[src/rtl/assert_macros.svh]
// Assertion macros for the RTL files of the server assignment block.
// No dependencies; included by the modules that carry checks.
`ifndef ASSERT_MACROS_SVH
`define ASSERT_MACROS_SVH

// Check a property on every rising edge, switched off while reset is low.
`define EFSA_ASSERT(lbl, clk, rstn, prop, msg) \
  lbl: assert property (@(posedge clk) disable iff (!rstn) prop) else $error(msg);

// Check a property on every rising edge, reset included.
`define EFSA_ASSERT_ALWAYS(lbl, clk, prop, msg) \
  lbl: assert property (@(posedge clk) prop) else $error(msg);

`endif

[src/rtl/efsa_pkg.sv]
// Shared constants and control types for the earliest-free server assignment block.
// No dependencies; imported by efsa_ftmem, the top level and the bench.
package efsa_pkg;

  localparam int unsigned MAX_SERVERS_DEF   = 16;
  localparam int unsigned POSITION_BITS_DEF = 20;

  localparam int unsigned CFG_W  = 5;   // server_count register
  localparam int unsigned SRV_W  = 4;   // server_index / assigned_server
  localparam int unsigned SVC_W  = 16;  // service_time
  localparam int unsigned WAIT_W = 36;  // wait_time

  localparam logic [WAIT_W-1:0] WAIT_MAX = '1;

  // Finish-time store controls issued by the sequencer.
  typedef struct packed {
    logic wr_en;
    logic rd_en;
  } ft_ctrl_t;

endpackage

[src/rtl/efsa_ftmem.sv]
// Finish-time memory with registered read and the running-minimum compare unit.
// Depends on efsa_pkg (ft_ctrl_t).
module efsa_ftmem import efsa_pkg::*; #(
  parameter int unsigned MAX_SERVERS = MAX_SERVERS_DEF,
  parameter int unsigned FT_W        = POSITION_BITS_DEF + SVC_W,
  localparam int unsigned IDX_W      = (MAX_SERVERS > 1) ? $clog2(MAX_SERVERS) : 1
) (
  input  logic             clk_i,
  input  logic             rst_ni,
  input  ft_ctrl_t         ctrl_i,
  input  logic [IDX_W-1:0] wr_addr_i,
  input  logic [FT_W-1:0]  wr_data_i,
  input  logic [IDX_W-1:0] rd_addr_i,
  output logic [IDX_W-1:0] best_idx_o,
  output logic [FT_W-1:0]  best_val_o
);

  logic [FT_W-1:0]  ft_mem [MAX_SERVERS];
  logic [FT_W-1:0]  rd_data_q;
  logic [IDX_W-1:0] rd_idx_q;
  logic             rd_vld_q;
  logic [IDX_W-1:0] best_idx_q;
  logic [FT_W-1:0]  best_val_q;
  logic             take;

  always_ff @(posedge clk_i) begin
    if (ctrl_i.wr_en) begin
      ft_mem[wr_addr_i] <= wr_data_i;
    end
    rd_data_q <= ft_mem[rd_addr_i];
    rd_idx_q  <= rd_addr_i;
  end

  always_ff @(posedge clk_i or negedge rst_ni) begin
    if (!rst_ni) begin
      rd_vld_q <= 1'b0;
    end else begin
      rd_vld_q <= ctrl_i.rd_en;
    end
  end

  // Entry zero restarts the scan; strict less keeps the lower index on a tie.
  assign take = rd_vld_q && ((rd_idx_q == '0) || (rd_data_q < best_val_q));

  always_ff @(posedge clk_i) begin
    if (take) begin
      best_idx_q <= rd_idx_q;
      best_val_q <= rd_data_q;
    end
  end

  assign best_idx_o = best_idx_q;
  assign best_val_o = best_val_q;

endmodule

[src/rtl/earliest_free_server_assignment_unit.sv]
// Earliest-free server assignment: a load writes the service table; the block stays ready.
// Query, no servers or position p below count n: result goes out once the output is free.
// Else p-n update rounds and a final one-entry-a-cycle minimum scan over the finish-time
// memory; not ready for a new request until the result is in the output.
// Async active-low reset clears sequencer, count register and output valid; tables need none.
`include "assert_macros.svh"
module earliest_free_server_assignment_unit import efsa_pkg::*; #(
  parameter int unsigned MAX_SERVERS   = MAX_SERVERS_DEF,
  parameter int unsigned POSITION_BITS = POSITION_BITS_DEF,
  localparam int unsigned IN_W  = ((SRV_W + SVC_W + POSITION_BITS + 7) / 8) * 8,
  localparam int unsigned OUT_W = ((SRV_W + WAIT_W + 7) / 8) * 8
) (
  input  logic             clk_i,
  input  logic             rst_ni,
  input  logic             cfg_valid_i,
  output logic             cfg_ready_o,
  input  logic [CFG_W-1:0] cfg_data_i,     // server_count
  input  logic             s_axis_tvalid,
  output logic             s_axis_tready,
  input  logic [IN_W-1:0]  s_axis_tdata,   // server_index, service_time, position
  input  logic             s_axis_tuser,   // action
  output logic             m_axis_tvalid,
  input  logic             m_axis_tready,
  output logic [OUT_W-1:0] m_axis_tdata,   // assigned_server, queue_delay
  output logic             m_axis_tuser    // no_servers
);

  localparam int unsigned IDX_W = (MAX_SERVERS > 1) ? $clog2(MAX_SERVERS) : 1;
  localparam int unsigned CNT_W = $clog2(MAX_SERVERS + 1);
  localparam int unsigned FT_W  = POSITION_BITS + SVC_W;
  localparam int unsigned CC_W  = (CNT_W > CFG_W) ? CNT_W : CFG_W;
  localparam int unsigned PC_W  = (POSITION_BITS > CNT_W) ? POSITION_BITS : CNT_W;
  localparam int unsigned EX_W  = (FT_W > WAIT_W) ? FT_W : WAIT_W;

  typedef enum logic [2:0] {
    ST_IDLE, ST_INIT_RD, ST_INIT_WR, ST_SCAN, ST_SCAN_DONE, ST_UPD_RD, ST_UPD_WR, ST_DONE
  } state_e;

  state_e                   state_q;
  logic [CFG_W-1:0]         count_q;
  logic [IDX_W-1:0]         cnt_q;
  logic [POSITION_BITS-1:0] rounds_q;
  logic                     direct_q;
  logic                     none_q;
  logic [IDX_W-1:0]         res_idx_q;
  logic                     m_valid_q;
  logic [SRV_W-1:0]         m_srv_q;
  logic [WAIT_W-1:0]        m_wait_q;
  logic                     m_none_q;

  logic [SVC_W-1:0]         tt_mem [MAX_SERVERS];
  logic [SVC_W-1:0]         tt_rd_q;
  logic [IDX_W-1:0]         tt_addr;

  logic [SRV_W-1:0]         in_idx;
  logic [SVC_W-1:0]         in_svc;
  logic [POSITION_BITS-1:0] in_pos;
  logic                     in_acc;
  logic [CC_W-1:0]          count_ext;
  logic [CNT_W-1:0]         n_act;
  logic                     cnt_last;
  logic                     out_free;

  ft_ctrl_t                 ft_ctrl;
  logic [IDX_W-1:0]         ft_wr_addr;
  logic [FT_W-1:0]          ft_wr_data;
  logic [IDX_W-1:0]         best_idx;
  logic [FT_W-1:0]          best_val;
  logic [EX_W-1:0]          best_ext;
  logic [WAIT_W-1:0]        best_sat;

  assign in_idx = s_axis_tdata[SRV_W-1:0];
  assign in_svc = s_axis_tdata[SRV_W+SVC_W-1:SRV_W];
  assign in_pos = s_axis_tdata[SRV_W+SVC_W+POSITION_BITS-1:SRV_W+SVC_W];

  assign s_axis_tready = (state_q == ST_IDLE);
  assign in_acc        = s_axis_tvalid && s_axis_tready;
  assign cfg_ready_o   = 1'b1;

  // Saturate the programmed count to the table depth.
  assign count_ext = CC_W'(count_q);
  assign n_act     = (count_ext > CC_W'(MAX_SERVERS)) ? CNT_W'(MAX_SERVERS) : CNT_W'(count_ext);
  assign cnt_last  = (cnt_q == IDX_W'(n_act - CNT_W'(1)));
  assign out_free  = !m_valid_q || m_axis_tready;

  assign tt_addr = (state_q == ST_UPD_RD) ? best_idx : cnt_q;

  always_ff @(posedge clk_i) begin
    if (in_acc && !s_axis_tuser && (32'(in_idx) < MAX_SERVERS)) begin
      tt_mem[IDX_W'(in_idx)] <= in_svc;
    end
    tt_rd_q <= tt_mem[tt_addr];
  end

  always_comb begin
    ft_ctrl.wr_en = (state_q == ST_INIT_WR) || (state_q == ST_UPD_WR);
    ft_ctrl.rd_en = (state_q == ST_SCAN);
    ft_wr_addr    = (state_q == ST_INIT_WR) ? cnt_q : best_idx;
    // Advance the picked server by its service time; init writes the service time alone.
    ft_wr_data    = (state_q == ST_INIT_WR) ? FT_W'(tt_rd_q) : best_val + FT_W'(tt_rd_q);
  end

  efsa_ftmem #(
    .MAX_SERVERS (MAX_SERVERS),
    .FT_W        (FT_W)
  ) u_ftmem (
    .clk_i      (clk_i),
    .rst_ni     (rst_ni),
    .ctrl_i     (ft_ctrl),
    .wr_addr_i  (ft_wr_addr),
    .wr_data_i  (ft_wr_data),
    .rd_addr_i  (cnt_q),
    .best_idx_o (best_idx),
    .best_val_o (best_val)
  );

  assign best_ext = EX_W'(best_val);
  assign best_sat = (best_ext > EX_W'(WAIT_MAX)) ? WAIT_MAX : best_ext[WAIT_W-1:0];

  always_ff @(posedge clk_i or negedge rst_ni) begin
    if (!rst_ni) begin
      count_q <= '0;
    end else if (cfg_valid_i && cfg_ready_o) begin
      count_q <= cfg_data_i;
    end
  end

  always_ff @(posedge clk_i or negedge rst_ni) begin
    if (!rst_ni) begin
      state_q   <= ST_IDLE;
      cnt_q     <= '0;
      rounds_q  <= '0;
      direct_q  <= 1'b0;
      none_q    <= 1'b0;
      res_idx_q <= '0;
      m_valid_q <= 1'b0;
      m_srv_q   <= '0;
      m_wait_q  <= '0;
      m_none_q  <= 1'b0;
    end else begin
      if (m_valid_q && m_axis_tready && !((state_q == ST_DONE) && out_free)) begin
        m_valid_q <= 1'b0;
      end
      case (state_q)
        ST_IDLE: begin
          if (in_acc && s_axis_tuser) begin
            cnt_q <= '0;
            if (n_act == '0) begin
              direct_q  <= 1'b1;
              none_q    <= 1'b1;
              res_idx_q <= '0;
              state_q   <= ST_DONE;
            end else if (PC_W'(in_pos) < PC_W'(n_act)) begin
              direct_q  <= 1'b1;
              none_q    <= 1'b0;
              res_idx_q <= IDX_W'(in_pos);
              state_q   <= ST_DONE;
            end else begin
              direct_q <= 1'b0;
              none_q   <= 1'b0;
              rounds_q <= in_pos - POSITION_BITS'(n_act);
              state_q  <= ST_INIT_RD;
            end
          end
        end
        ST_INIT_RD: begin
          state_q <= ST_INIT_WR;
        end
        ST_INIT_WR: begin
          if (cnt_last) begin
            cnt_q   <= '0;
            state_q <= ST_SCAN;
          end else begin
            cnt_q   <= cnt_q + IDX_W'(1);
            state_q <= ST_INIT_RD;
          end
        end
        ST_SCAN: begin
          if (cnt_last) begin
            state_q <= ST_SCAN_DONE;
          end else begin
            cnt_q <= cnt_q + IDX_W'(1);
          end
        end
        ST_SCAN_DONE: begin
          // Last compare lands this cycle; the minimum is final next cycle.
          state_q <= (rounds_q == '0) ? ST_DONE : ST_UPD_RD;
        end
        ST_UPD_RD: begin
          state_q <= ST_UPD_WR;
        end
        ST_UPD_WR: begin
          rounds_q <= rounds_q - POSITION_BITS'(1);
          cnt_q    <= '0;
          state_q  <= ST_SCAN;
        end
        ST_DONE: begin
          // Hold the result until the output register is free.
          if (out_free) begin
            m_valid_q <= 1'b1;
            m_none_q  <= none_q;
            m_srv_q   <= direct_q ? SRV_W'(res_idx_q) : SRV_W'(best_idx);
            m_wait_q  <= direct_q ? '0 : best_sat;
            state_q   <= ST_IDLE;
          end
        end
        default: begin
          state_q <= ST_IDLE;
        end
      endcase
    end
  end

  assign m_axis_tvalid = m_valid_q;
  assign m_axis_tdata  = OUT_W'({m_wait_q, m_srv_q});
  assign m_axis_tuser  = m_none_q;

  `EFSA_ASSERT(a_zero_count_direct, clk_i, rst_ni,
    (in_acc && s_axis_tuser && (n_act == '0)) |=> (state_q == ST_DONE) && direct_q && none_q,
    "query with no servers did not take the direct path")
  `EFSA_ASSERT(a_none_result_zero, clk_i, rst_ni,
    (m_axis_tvalid && m_axis_tuser) |-> (m_axis_tdata == '0),
    "no-servers result carries a non-zero server or wait")
  `EFSA_ASSERT(a_update_has_round, clk_i, rst_ni,
    (state_q == ST_UPD_WR) |-> (rounds_q != '0),
    "finish time advanced with no round left")
  `EFSA_ASSERT(a_scan_in_range, clk_i, rst_ni,
    (state_q == ST_SCAN) |-> (CNT_W'(cnt_q) < n_act),
    "scan index beyond the active servers")

endmodule

[config.mk]
export PLATFORM = sky130hd
export DESIGN_NAME = earliest_free_server_assignment_unit
export DESIGN_NICKNAME = d
export VERILOG_FILES = /design/src/rtl/efsa_pkg.sv /design/src/rtl/efsa_ftmem.sv /design/src/rtl/earliest_free_server_assignment_unit.sv
export VERILOG_INCLUDE_DIRS = /design/src /design/src/rtl
export SDC_FILE = /design/constraint.sdc
export NUM_CORES = 1
export LEC_CHECK = 0
export BUFFER_PORTS_ARGS = -buffer_cell sky130_fd_sc_hd__clkbuf_2
export CAP_MARGIN = 20
export CORE_ASPECT_RATIO = 0.7
export CORE_UTILIZATION = 55
export DETAILED_ROUTE_END_ITERATION = 10
export PLACE_DENSITY = 0.71
export SLEW_MARGIN = 20
export SYNTH_ARGS = -nofsm -noshare
export SYNTH_HDL_FRONTEND = slang
export SYNTH_SLANG_ARGS = --single-unit
[constraint.sdc]
create_clock -name clk_i -period 4.6 [get_ports clk_i]
set_input_delay 0.23 -clock clk_i [delete_from_list [all_inputs] [get_ports clk_i]]
set_output_delay 0.23 -clock clk_i [all_outputs]
set_load 0.01 [all_outputs]
==> impl_results.md <==
* Status: complete, no violations
* Clk pwr share at 24.1%
* Die width at 328 microns
* Ys Warns at 0
* Clk_skew at 26.1 ps
* Largest net degree at the start of global routing at 97
* Bufs and invs on worst path at 0
* Sequential Power Share at 44.7%
* CTS tree: built
* CP Launch Type: flop
* Clock Path Buffers at 3
* Met3 GRT Util at 4.30%
* Met1 usage at 37.3%
* Die span in y at 230 microns
* Synth Flop Type: edfxtp_1
* First-pass GRT wire length at 142000 microns
* Vias in the first global route at 22700
* Std cell rows at 83
* Clk_lat worst skew at 660 ps
* Hold_sp: s_axis_tdata[16]
* Routability Congestion at 0.866
* Largest family of logic cells by synthesized area: multiplexers
* P_leak at 16.0 nW
* Cell taking the most area after synthesis: edfxtp_1
* HP Class: in2reg
* Required time of the critical path at 4910 ps
* Initial core utilization at 55.7%
* Worst Setup End Kind: flop
* Synth Area in Compound Gates at 4.80%
* Post-synth ARST share at 8.03%
* Crit share post-route at 88.1%
* PostCTS Resize Cnt at 0
* Syn_area_per_cell at 16.4 sq um
* Share of layout cells above drive strength 1 at 20.2%
* CP Max Fanout at 16
* Post-Syn Area at 40900 sq um
* PnR Total Power at 0.0306 W
* Final TNS setup at 0 ps
* Clock-pin slew on the worst setup and hold paths at 60 ps
* Period minus WS final at 4050 ps
* Final Worst Setup Slack at 546 ps
* Max_cap viols at 0
* Post-synth top cells: edfxtp_1, nand2_1, mux4_2
* Launch point of the critical path: u_ftmem.best_val_o[0]
* Via count at 23100
* Fin. max-slew vios at 0
* Hold Slack at 33.2 ps
* Clock buffer count from CTS at 92
* Number of synthesized register bits at 1009
* CP Cell Sequence: ha_1, fa_1, a211o_1, a211o_1, a21oi_1, o32a_1, o21ai_0, a21oi_1
* Slew @ Worst Pin at 1250 ps
* Post-synthesis mux area share at 11.8%
* Simple-gate share of the synthesized area at 7.37%
* Wire per inst at 25.1 microns
* CP arrival at 4360 ps
* H-Tree Depth at 3
* Gr ovfl total at 0
* Worst vdd ir at 0.000412 V
* Final wirelength at 93500 microns
* # nets final at 2778
* Cells after Synth at 2487
* Core Box Area at 73400 sq um
* Switching share of power at 33.3%
* Worst slack, placed at 513 ps
* PwrDens at 661 nW/um^2
* Worst path top cell family by delay: compound AO/OA/AOI/OAI gates
* Adder and majority gate portion of the synthesized area at 1.93%
* Slowest CP cell: a21oi_1
* Crit-path max cell delay at 800 ps
* HPWL after DPL at 54900 microns
* Initial DRC Count at 2549
* Clock Sinks at 1009
* Post-DRT Antenna Nets at 0
* Combinational share of power at 31.2%
* Max Clock Freq at 247 MHz
* CP Class: reg2reg
* Area Overhead vs Synth at 13.2%
* Clock root cell: clkbuf_16
* Final setup vio count at 0
* GRT Overall Usage at 25.2%
* Slew Limit Headroom at 15.6%
* DP Cell Count at 3509
* Synth Area in XOR/XNOR at 0.622%
* Internal power at 0.0204 W
* Syn Nets at 2600
* Residual DRC at 0
* IO Port Bufs at 93
* Top cells by area, synth: edfxtp_1, mux4_2, dfrtp_1, nand2_1, dfxtp_1
* Post-synth cell types at 80
* Post-route insts no fill at 3718
* I/O Pins at 95
* RSZ-0062 raised after global routing: no
* Most used routing layer: met2
* Die area at 75400 sq um
* Most common cell in the synthesized netlist: edfxtp_1
* Drt pass-1 iters at 5
* Sw power at 0.0102 W
* DR vias/cell at 6.21
* Final Hold Viols at 0
* # diodes at 0
* Met2 usage at 39.7%
* EDFF count, synth at 872
* Initial antenna violation count at 1
* Sequential element share of the synthesized area at 71.8%
* Post-synth top area share at 64.1%
* Critical R2R Launch: u_ftmem.best_val_o[0]
## cells by family after synthesis
kind of cell	count (synthesis)
adder cells (fa/ha/maj)	62
AND/OR/NAND/NOR	672
XOR/XNOR	29
flip-flops	1009
AO/OA/AOI/OAI	283
buffers and inverters	176
multiplexers	255
other	1
## stage by stage
stage                     util [%]  cell area (sq um)
after floorplan                  -              40900
final                         63.0              46300
after global routing          63.0              46300
after CTS                     62.9              46200
after global placement        58.5              42900
after detailed placement      58.5              42900
## cells in the final DEF, fill, tap and decap left out, types with 11 or more instances in the layout
cell / synthesis / routed
edfxtp_1: 872 / 872
nand2_1: 352 / 352
mux4_2: 180 / 180
nand3_1: 114 / 114
clkbuf_16: 0 / 93
clkbuf_2: 0 / 92
dfrtp_1: 81 / 78
buf_4: 1 / 67
nor2_1: 82 / 66
ha_1: 60 / 60
a21oi_1: 66 / 58
mux2i_1: 64 / 56
dfxtp_1: 56 / 56
inv_1: 52 / 51
o21ai_0: 44 / 42
o31ai_1: 40 / 40
dlygate4sd3_1: 0 / 39
nor3_1: 26 / 22
clkinv_2: 0 / 22
clkbuf_1: 89 / 21
xnor2_1: 18 / 18
a32oi_1: 17 / 17
o221ai_1: 17 / 17
a21o_1: 17 / 17
or3_1: 16 / 16
nor2_4: 0 / 16
clkinv_1: 1 / 14
nor4_1: 13 / 13
nand2b_1: 12 / 11
a31oi_1: 11 / 11
xor2_1: 11 / 11
## power by group through the flow
stage               clock (W)  combinational (W)  sequential, W
floorplan                   0            0.00641         0.0134
finish                0.00736            0.00955         0.0137
detailed placement          0            0.00943         0.0138
global placement            0            0.00907         0.0138
global route          0.00782             0.0104         0.0138
CTS                   0.00746            0.00952         0.0137
## repair_timing
action                                  CTS  global route
hold endpoints to repair                238             0
endpoints found under the setup margin    0             0
hold buffers                             39             0
buffers inserted                          0             0
## flip-flops by register name, indices dropped and copies added, names as in the netlist, 5 cells and up
signal	cells
rounds_q	20
count_ext	5
tt_rd_q	16
u_ftmem.rd_data_q	36
m_wait_q	36
u_ftmem.ft_mem	576
tt_mem	256
u_ftmem.best_val_o	36
## final cells by class
class / instances / area (sq um)
inverters: 53 / 199
clock inverters: 50 / 390
fillers: 5038 / 27200
multi-input cells: 1302 / 11100
clock buffers: 120 / 2490
flip-flops and latches: 1009 / 29300
repair buffers: 207 / 1530
well taps: 977 / 1220
## routing by layer
layer  wire, microns  part of all wire (%)
met5              20                 0.021
met1           40000                    43
met3            7280                   7.8
met2           44500                    48
met4            1640                   1.8
## final timing paths
kind / end / cells after the start / slack, ps
worst max-delay path: u_ftmem.ft_mem[8][20] / 8 / 550
worst min-delay path: tt_mem[10][12] / 1 / 30
worst max register to register: u_ftmem.ft_mem[8][20] / 8 / 550
worst min register to register: u_ftmem.best_idx_o[1] / 0 / 440
max in group asynchronous: cnt_q[1] / 3 / 3400
min in group asynchronous: rounds_q[13] / 2 / 160
No activity file was read; power rests on OpenSTA's default activity.
